[config.mk]
export PLATFORM = sky130hd
export DESIGN_NAME = kufef_ram
export DESIGN_NICKNAME = d
export VERILOG_FILES = /design/src/sv/kufef_ram.sv
export SDC_FILE = /design/constraint.sdc
export NUM_CORES = 1
export LEC_CHECK = 0
export BUFFER_PORTS_ARGS = -buffer_cell sky130_fd_sc_hd__buf_2
export CORE_MARGIN = 2
export CORE_UTILIZATION = 55
export DETAILED_ROUTE_END_ITERATION = 16
export HOLD_SLACK_MARGIN = 0.12
export PLACE_DENSITY = 0.85
export SLEW_MARGIN = 20
export SYNTH_ARGS = -nofsm -noshare
export SYNTH_HDL_FRONTEND = slang
export SYNTH_SLANG_ARGS = --single-unit
[constraint.sdc]
create_clock -name clk -period 1.9 [get_ports clk]
set_clock_uncertainty 0.1 [all_clocks]
set_input_delay 0 -clock clk [delete_from_list [all_inputs] [get_ports clk]]
set_output_delay 0 -clock clk [all_outputs]
set_load 0.005 [all_outputs]
[src/sv/kufef_ram.sv]
// Generic simple dual-port RAM: one write port, one read port, registered read.
// No dependencies.
module kufef_ram #(
  parameter int WIDTH = 8,
  parameter int DEPTH = 16
) (
  input  logic                     clk,
  input  logic                     we,
  input  logic [$clog2(DEPTH)-1:0] waddr,
  input  logic [WIDTH-1:0]         wdata,
  input  logic [$clog2(DEPTH)-1:0] raddr,
  output logic [WIDTH-1:0]         rdata
);

  logic [WIDTH-1:0] mem [DEPTH];

  always_ff @(posedge clk) begin
    if (we) begin
      mem[waddr] <= wdata;
    end
    rdata <= mem[raddr];
  end

endmodule

# Word level (Yosys, flattened, before mapping)
# Memory sizes are Yosys's and may differ from the RTL's. A register that Yosys moved wholly into a read port is not among the register bits.
# Cells that the tools add are included.
# Widths: inputs -> output; s select.
[totals] mem_bits_rw=128 output_inout_bits=8 rom_bits=0 register_bits=0 latchBits=0 word_cells=3 memories=1 input_bits=18
[classes] n_mul=0 order_cmp=0 mux=2 n_shift=0 n_div=0 addsub=0 bitwise_logic=0 n_eq_ne=0 n_reduce_logical=0
[memory_table] memory="mem" words=16 width=8 rd=1 rd_clocked_by_memory_dff=1 wr=1 line_no="15" source="logic [WIDTH-1:0] mem [DEPTH];"
[op_table] operator="$mux 1" n=2

# Longest topological paths before layout
# Gate-level depths: netlist of the first run.
[depth] word_depth=2 mapped_depth=5 ltp_nobuf=3

# Worst setup path before layout of the first run
# No wires, ideal clock.
[synth_timing] kind="input to register" startpoint="input port waddr[2]" endpoint="memory mem[0][0] (enable)" arrival_ns=1.110 path_slack_ns=0.307 cell_stages=2 setup_ns=0.383 n_path_buf=0 required_ns=1.417 cell_sequence="or3b_2 -> nor3_1"
[synth_rtl] element="start: declaration" line_no="9" source="input logic [$clog2(DEPTH)-1:0] waddr,"
[synth_rtl] element="end: declaration" line_no="15"
# Straight into the memory's write port.

# Final worst setup path of the first run
[layout_timing] startpoint="input port waddr[3]" endpoint="memory mem[4][1] (enable)"
# Straight into the memory's write port.

==> flow_summary.toml, run 1 <==
[power]
report.power.total_mw = 6.758
seq_power_share_pct = 50.0
internal_power_mw = 5.273
powerDensity_nw_per_um2 = 1078
p_switching_mw = 1.485
p_leak_nw = 2.153
power.share.switching_pct = 21.97
p_comb_share_pct = 5.0
irDropWorstVdd_v = 0.0007365
clockPowerShare_pct = 45.0

[critical_path]
worstPathBufferInverterCount = 4
worst_path_dominant_cell_family = "buffers and inverters"
worst_path_most_repeated_cell = "dlygate4sd3_1"
cpMaxStageDelayCell = "dlygate4sd3_1"
setup.worst_path.class = "input pin to flip-flop"
largest_driver_fanout_on_the_critical_path = 8
worstPathCellList = "dlygate4sd3_1 > buf_2 > nand3b_1 > dlygate4sd3_1 > nor3_1 > buf_4"
critical_path_arrival_ps = 1840
setup.worst_path.end_class = "flip-flop"
worst-endpoint-required_ps = 2010
cp_slowest_stage_delay_ps = 610
setup.worst_path.start_class = "input pin"

[floorplan]
core.rowCount = 35
die_area_um2 = 10150
num_ports = 26
core_footprint_um2 = 9153
die_h_um = 100.7
floorplan.initialDensity_pct = 56.24
die_x_um = 100.7

[sta]
worst-slew-pin-transition_ps = 472.5
grt_setup_unrepaired = "false"
hold_violations = 0
layout_worst_path_cycle_share_pct = 90.83
setup_viol = 0
layout_min_cycle_time_ps = 1726
clock.fmax_mhz = 579.5
fin_setup_tns_ps = 0
report.final.slew_viol_count = 0
timing.slew.headroom_pct = 68.50

[clock_tree]
numClockSinks = 136
cts.path.max_buffers = 2
cts.repair_timing.setup_buffer_count = 0
cts_tree = "yes"
tritoncts.num_buffers = 17
clock_insertion_delay_worst_skew_ps = 520
clock-root-buffer = "clkbuf_8"
cts_htree_levels = 4
path_clk_slew_ps = 60

[logic_synthesis]
netlist_area_um2 = 5147
yosysUniqueCellTypes = 19
synth-simple-area-share_pct = 3.184
yosysSeqAreaShare_pct = 77.78
ys_top_cells_by_area = "edfxtp_1, mux4_2, mux4_1, dfxtp_1, a22oi_1"
synth_adder_area_share_pct = 0
synth_compound_area_share_pct = 2.333
postSynthAreaPerCell_um2 = 22.48
synthCells = 229
combinational_family_with_the_most_area_after_synthesis = "multiplexers"
synth_top_cell_area_share_pct = 74.67
share_of_the_synthesized_netlist_area_taken_by_xor_and_xnor_gates_pct = 0
yosys_register_bits = 136
synth_area_leader_cell = "edfxtp_1"
post_synth_mux_area_share_pct = 15.02
count_of_warnings_emitted_by_yosys = 0
syn_nets = 247

[routing]
drt_pass1_iterations = 5
drt.antenna.violating_nets = 0
drcViolationCount = 0
drt_iter0_markers = 145
wl_per_cell_um = 24.23
drt-vias-per-instance = 6.100
vias = 2611
total_wirelength_um = 10370

[placed_design]
hpwl_um = 6173
numPortBuffers = 25
gpl.final_weighted_congestion = 0.7585
placedCellCount = 376

[cells_and_area]
post_route_cells_drive_above_1_share_pct = 30.91
finalCoreUtilization_pct = 68.52
fillerInstances = 533
layout-area-overhead-vs-synth_pct = 21.83
final_cell_count_no_fill = 428
final_nets = 322
insertedDiodeCount = 0

[job]
max_cap_viol_count = 0

[global_routing]
grt_start_max_net_pins = 33
grt.met3_usage_pct = 7.282
busiest_layer = "met2"
grt_pass1_wl_um = 15900
global_route.usage.met1_pct = 30.35
met2_usage_pct = 34.77
grt-ovfl-total = 0
antenna_found_initial = 0
grt_util_all_layers_pct = 22.80
grt_pass1_vias = 2766

[hold_path]
hold_class = "input pin to flip-flop"

[run_status]
outcome = "completed"
[state kept, by name (all words and copies together) (netlist names)]
signal / count
mem: 128
rdata: 8
[synth_stat cells]
cell and count:
a22oi_1 16, and2_1 1, and2b_1 1, buf_2 3
buf_4 1, buf_6 3, clkdlybuf4s25_2 3, dfxtp_1 8
edfxtp_1 128, mux4_1 14, mux4_2 18, nand2_1 9
nand2b_1 2, nand3_1 1, nand3b_1 2, nor2_1 13
nor2b_1 1, nor3_1 4, or3b_2 1
[worst min-delay path, cell delays in order]
cell and delay (ps):
buf_2 100, buf_12 240, mux4_2 270, a22oi_1 60, nand2_1 50
[repair_timing]
item	CTS	global route
hold endpoints to repair	264	8
gates resized for setup	0	5
setup endpoints to repair	0	33
hold buffers	21	1
[power groups by stage]
stage	sequential [mW]	combinational [mW]	clock (mW)
detailed placement	3.44	0.305	0
floorplan	3.43	0.170	0
global placement	3.43	0.293	0
global route	3.38	0.369	3.22
CTS	3.38	0.339	3.09
finish	3.38	0.339	3.04
[per-stage QoR]
step                hold slack [ps]  cell area (µm²)  setup slack, ps
CTS                           144.0             6264            10.92
global route                  201.0             6271            116.7
finish                        158.2             6271            174.3
floorplan                    -1.131             5147            307.1
global placement              278.9             5495            338.7
detailed placement            276.8             5495            309.7
[final cells by class]
cell class                      instances  area, µm²  area share (%)
Sequential cell                       136       4004           63.85
Multi-Input combinational cell         83       1065           16.98
Timing Repair Buffer                   66      505.5           8.061
Clock buffer                           17      414.1           6.604
Clock inverter                         15      143.9           2.294
Tap cell                              111      138.9           2.215
[cells by family after synthesis]
logic type | after synthesis
compound gates | 16
buf+inv | 10
simple gates | 35
mux | 32
flops | 136
[metal layers]
layer	wire [µm]	vias to the layer above	share of wire, %
li1	-	1134	-
met1	4122	1322	40
met2	5153	134	50
met3	827	21	8.0
met4	265	0	2.6
met5	0	-	0
[path summary, 6_finish.rpt]
check                                            to  cells after the start  slack (ps)                 start
worst max register to register     rdata[2]$_DFF_P_                      3         370   mem[9][2]$_DFFE_PP_
worst max-delay path            mem[4][1]$_DFFE_PP_                      6         170              waddr[3]
worst min-delay path               rdata[6]$_DFF_P_                      5         160              raddr[0]
worst min register to register     rdata[6]$_DFF_P_                      3         580  mem[12][6]$_DFFE_PP_
[cell usage in the layout (no fill, tap or decap)]
cell type       netlist  layout
nand2b_1              2       2
nand2_1               9       9
or3b_2                1       1
clkbuf_16             0      16
mux4_1               14      14
and2b_1               1       1
and2_1                1       1
inv_8                 0       1
mux4_2               18      18
nand3b_1              2       2
nor2_1               13      12
dlymetal6s4s_1        0       1
nor3_1                4       4
clkinvlp_4            0       5
bufinv_16             0       1
clkinv_4              0       3
buf_12                0       1
buf_4                 1      18
buf_6                 3       2
nor2_2                0       1
nand3_1               1       1
inv_6                 0       4
buf_2                 3      25
dfxtp_1               8       8
clkinv_1              0       1
dlygate4sd3_1         0      19
edfxtp_1            128     128
a22oi_2               0       1
nor2b_1               1       1
clkbuf_8              0       1
a22oi_1              16      15
No activity file was read; power rests on OpenSTA's default activity.
==> run 2: changes to the inputs <==
--- a/config.mk
+++ b/config.mk
@@ -10,7 +10,7 @@
 export CORE_UTILIZATION = 55
 export DETAILED_ROUTE_END_ITERATION = 16
 export HOLD_SLACK_MARGIN = 0.12
-export PLACE_DENSITY = 0.85
+export PLACE_DENSITY = 0.78
 export SLEW_MARGIN = 20
 export SYNTH_ARGS = -nofsm -noshare
 export SYNTH_HDL_FRONTEND = slang
==> flow_summary.toml, run 2 (synthesis gave the netlist of run 1 again) <==
[clock_tree]
numClockSinks = 136
cts_htree_levels = 4
cts.path.max_buffers = 2
clock_insertion_delay_worst_skew_ps = 510
tritoncts.num_buffers = 17
path_clk_slew_ps = 60
cts_tree = "yes"
cts.repair_timing.setup_buffer_count = 0
clock-root-buffer = "clkbuf_8"
number_of_gates_given_a_new_drive_strength_after_cts = 0

[cells_and_area]
mostFrequentLayoutCell = "edfxtp_1"
reg_top3 = "mem (128), rdata (8)"
finalCoreUtilization_pct = 68.30
mostFrequentLayoutCells = "edfxtp_1, buf_2, dlygate4sd3_1, buf_4, mux4_2"
fillerInstances = 572
final_cell_area_um2 = 6251
layout-area-overhead-vs-synth_pct = 21.44
post_route_cells_drive_above_1_share_pct = 29.43
final_nets = 321
insertedDiodeCount = 0
largest-register = "mem"
largest_register_ff_count = 128

[sta]
layout_min_cycle_time_ps = 1630
hold_violations = 0
report.final.slew_viol_count = 0
fin_setup_tns_ps = 0
timing.slew.headroom_pct = 74.70
grt_setup_unrepaired = "false"
layout_worst_path_cycle_share_pct = 85.81
setup_viol = 0
worst-slew-pin-transition_ps = 379.6
clock.fmax_mhz = 613.4

[critical_path]
ff2ff_setup_slack_ps = 440
setup.worst_path.end_class = "flip-flop"
r2r_end = "rdata[2]$_DFF_P_"
setup.worst_path.class = "input pin to flip-flop"
critical_path_arrival_ps = 1740
worst-endpoint-required_ps = 2010
setup.worst_path.start_class = "input pin"
rr_startpoint = "mem[1][2]$_DFFE_PP_"
largest_driver_fanout_on_the_critical_path = 8
worst-r2r-cell-count = 3

[global_routing]
grt-ovfl-total = 0
grt_util_all_layers_pct = 21.51
antenna_found_initial = 0
grt_pass1_wl_um = 15220
grt_pass1_vias = 2702
grt_start_max_net_pins = 33

[routing]
drt-vias-per-instance = 6.026
drt_pass1_iterations = 5
wl_per_cell_um = 22.65
total_wirelength_um = 9672
drt.antenna.violating_nets = 0
drcViolationCount = 0
vias = 2573
drt_iter0_markers = 161

[power]
internal_power_mw = 5.365
irDropWorstVdd_v = 0.0007371
power.share.switching_pct = 20.28
p_switching_mw = 1.364
powerDensity_nw_per_um2 = 1076
p_comb_share_pct = 5.0
clockPowerShare_pct = 44.9
p_leak_nw = 2.147
seq_power_share_pct = 50.1

[placed_design]
numPortBuffers = 25
placed_cell_areas_um2 = 5508
gpl.final_weighted_congestion = 0.7436
hpwl_um = 6052

[floorplan]
core_footprint_um2 = 9153
die_h_um = 100.7
die_area_um2 = 10150
core.rowCount = 35
num_ports = 26
die_x_um = 100.7
floorplan.initialDensity_pct = 56.24

[job]
max_cap_viol_count = 0

[run_status]
outcome = "completed"

[hold_path]
hold_class = "input pin to flip-flop"
hold_start = "raddr[3]"
holdPathStages = 4
timing.hold.worst_endpoint = "rdata[6]$_DFF_P_"
-- run 2: changes by cell type in the layout (fill, tap and decap cells not counted), sizes merged --
cell / before / now
dlymetal6s4s: 1 / 0
clkinvlp: 5 / 6
clkinv: 4 / 5
bufinv: 1 / 2
inv: 5 / 0
clkbuf: 17 / 19
-- run 2: final cells by class --
cell class,count,area [µm²],share of cell area [%]
multi-input combinational,83,1057,16.91
tap,111,138.9,2.222
clock inverter,13,131.4,2.102
timing repair buffer,65,498.0,7.966
sequential,136,4004,64.05
clock buffer,19,421.7,6.745
-- run 2: what timing repair did --
item / in CTS / in global routing
hold buffers: 21 / 0
setup endpoints to repair: 0 / 2
endpoints found under the hold margin: 264 / 0
-- run 2: how the worst max path moves through the flow --
stage	slack, ps	start	to
after CTS	40	mem[8][3]$_DFFE_PP_	rdata[3]$_DFF_P_
after detailed placement	330	raddr[0]	rdata[3]$_DFF_P_
after global placement	350	raddr[0]	rdata[3]$_DFF_P_
final	270	waddr[3]	mem[6][1]$_DFFE_PP_
after floorplan	310	waddr[2]	mem[0][0]$_DFFE_PP_
after global routing	190	waddr[3]	mem[6][1]$_DFFE_PP_
-- run 2: through the flow --
stage	power, mW	hold slack (ps)	instances	setup WS [ps]
after floorplan	3.603	-1.131	229	307.1
after global placement	3.732	270.3	376	347.4
after detailed placement	3.745	276.8	376	328.7
after CTS	6.767	150.7	429	38.79
after global routing	6.941	168.6	427	193.3
final	6.729	149.2	427	269.7
-- run 2: layer usage --
layer / up-vias / routed length [µm] / part of all wire [%] / global-route usage, %
met2: 96 / 4990 / 52 / 34.05
met4: 0 / 164 / 1.7 / 7.482
met3: 14 / 534 / 5.5 / 5.409
met5: - / 0 / 0 / 0
li1: 1122 / - / - / -
met1: 1341 / 3982 / 41 / 29.64
-- run 2: worst max-delay path, cell delays in order --
cell and delay (ps):
dlygate4sd3_1 530, buf_2 140, nand3b_1 170, dlygate4sd3_1 610, nor2_1 120, buf_4 180
-- run 2: power groups by stage --
stage / combinational [mW] / clock [mW] / sequential, mW
final: 0.337 / 3.02 / 3.37
after global routing: 0.367 / 3.19 / 3.38
after CTS: 0.343 / 3.05 / 3.38
after detailed placement: 0.308 / 0 / 3.44
after global placement: 0.300 / 0 / 3.43
after floorplan: 0.170 / 0 / 3.43
==> run 3: changes to the inputs <==
--- a/config.mk
+++ b/config.mk
@@ -11,6 +11,7 @@
 export DETAILED_ROUTE_END_ITERATION = 16
 export HOLD_SLACK_MARGIN = 0.12
 export PLACE_DENSITY = 0.78
+export REMOVE_ABC_BUFFERS = 1
 export SLEW_MARGIN = 20
 export SYNTH_ARGS = -nofsm -noshare
 export SYNTH_HDL_FRONTEND = slang
==> flow_summary.toml, run 3 (synthesis gave the netlist of run 1 again) <==
[floorplan]
die_x_um = 100.7
core.rowCount = 35
die_h_um = 100.7
core_footprint_um2 = 9153
die_area_um2 = 10150
num_ports = 26
floorplan.initialDensity_pct = 56.24

[placed_design]
gpl.final_weighted_congestion = 0.7203
placement.setup.worst_slack_ps = 304.5
hpwl_um = 5806
numPortBuffers = 25

[clock_tree]
clock-root-buffer = "clkbuf_8"
numClockSinks = 136
cts_hold_repair_buffers = 19
cts.path.max_buffers = 2
path_clk_slew_ps = 50
cts_htree_levels = 4
clock_insertion_delay_worst_skew_ps = 510
cts_tree = "yes"
number_of_gates_given_a_new_drive_strength_after_cts = 0
tritoncts.num_buffers = 17
cts.repair_timing.setup_buffer_count = 0

[global_routing]
grt_start_max_net_pins = 33
grt_util_all_layers_pct = 21.38
grt_pass1_wl_um = 14990
antenna_found_initial = 0
grt_pass1_vias = 2514
grt-ovfl-total = 0

[cells_and_area]
insertedDiodeCount = 0
seqCellArea_um2 = 4004
final_nets = 318
finalCoreUtilization_pct = 68.38
mostFrequentLayoutCells = "edfxtp_1, buf_2, dlygate4sd3_1, mux4_2"
largest-register = "mem"
fillerInstances = 567
mostFrequentLayoutCell = "edfxtp_1"
reg_top3 = "mem (128), rdata (8)"
layout-area-overhead-vs-synth_pct = 21.58
post_route_cells_drive_above_1_share_pct = 27.80
largest_register_ff_count = 128
multiInputGateArea_um2 = 1057

[sta]
final.hold.worst_slack_ps = 194.0
layout_worst_path_cycle_share_pct = 85.34
fin_ws_ps = 278.5
fin_setup_tns_ps = 0
report.final.slew_viol_count = 0
setup_viol = 0
worst-slew-pin-transition_ps = 725.2
layout_min_cycle_time_ps = 1621
clock.fmax_mhz = 616.7
grt_setup_unrepaired = "false"
timing.slew.headroom_pct = 51.48
hold_violations = 0

[critical_path]
largest_driver_fanout_on_the_critical_path = 6
setup.worst_path.end_class = "flip-flop"
setup.worst_path.class = "input pin to flip-flop"
rr_startpoint = "mem[9][5]$_DFFE_PP_"
setup.worst_path.start_class = "input pin"
worst-endpoint-required_ps = 2250
critical_path_arrival_ps = 1970
ff2ff_setup_slack_ps = 440
r2r_end = "rdata[5]$_DFF_P_"
worst-r2r-cell-count = 3

[hold_path]
hold_class = "input pin to flip-flop"
timing.hold.worst_endpoint = "rdata[2]$_DFF_P_"
hold_start = "raddr[0]"
holdPathStages = 5

[power]
p_leak_nw = 2.163
powerDensity_nw_per_um2 = 1109
report.power.total_mw = 6.938
irDropWorstVdd_v = 0.0006984

[run_status]
outcome = "completed"

[routing]
drt_pass1_iterations = 4
total_wirelength_um = 9701
drt.antenna.violating_nets = 0
vias = 2506
drt-vias-per-instance = 5.910
drt_iter0_markers = 206
wl_per_cell_um = 22.88
drcViolationCount = 0

[job]
max_cap_viol_count = 0
run 3: report_power, final:
group,switching (mW),leakage [nW],internal (mW)
Clock,1.12,0.282,2.11
Combinational,0.172,0.657,0.157
Sequential,0.0209,1.22,3.36
run 3: stage by stage:
stage                     cells  instance area (µm²)
final                       424                 6259
after global placement      373                 5485
after CTS                   424                 6259
after global routing        424                 6259
after floorplan             219                 5061
after detailed placement    373                 5485
run 3: routing by layer:
| metal | GRT usage (%) | part of all wire, % | up-vias | routed length [µm] |
|---|---|---|---|---|
| met4 | 6.006 | 0.49 | 0 | 48 |
| met2 | 32.67 | 50 | 105 | 4850 |
| li1 | - | - | 1120 | - |
| met3 | 5.617 | 7.0 | 4 | 676 |
| met1 | 31.15 | 43 | 1277 | 4126 |
| met5 | 0 | 0 | - | 0 |
run 3: cell type report:
| cell class | instances | share of cell area (%) |
|---|---|---|
| clock buffers | 21 | 6.857 |
| clock inverters | 11 | 2.459 |
| multi-input cells | 83 | 16.89 |
| flip-flops and latches | 136 | 63.97 |
| well taps | 111 | 2.219 |
| repair buffers | 62 | 7.597 |
run 3: worst max-delay path by stage:
stage | endpoint | cells past startpoint | startpoint
after floorplan | mem[0][0]$_DFFE_PP_ | 2 | waddr[2]
after global placement | rdata[5]$_DFF_P_ | 5 | raddr[0]
after detailed placement | rdata[5]$_DFF_P_ | 5 | raddr[0]
after CTS | rdata[6]$_DFF_P_ | 6 | raddr[2]
after global routing | rdata[6]$_DFF_P_ | 6 | raddr[3]
final | rdata[6]$_DFF_P_ | 6 | raddr[3]
run 3: critical path, cell delays in order:
cell	delay [ps]
dlygate4sd3_1	520
buf_2	120
nor2b_1	450
dlygate4sd3_1	690
a22oi_1	110
nand2_1	70
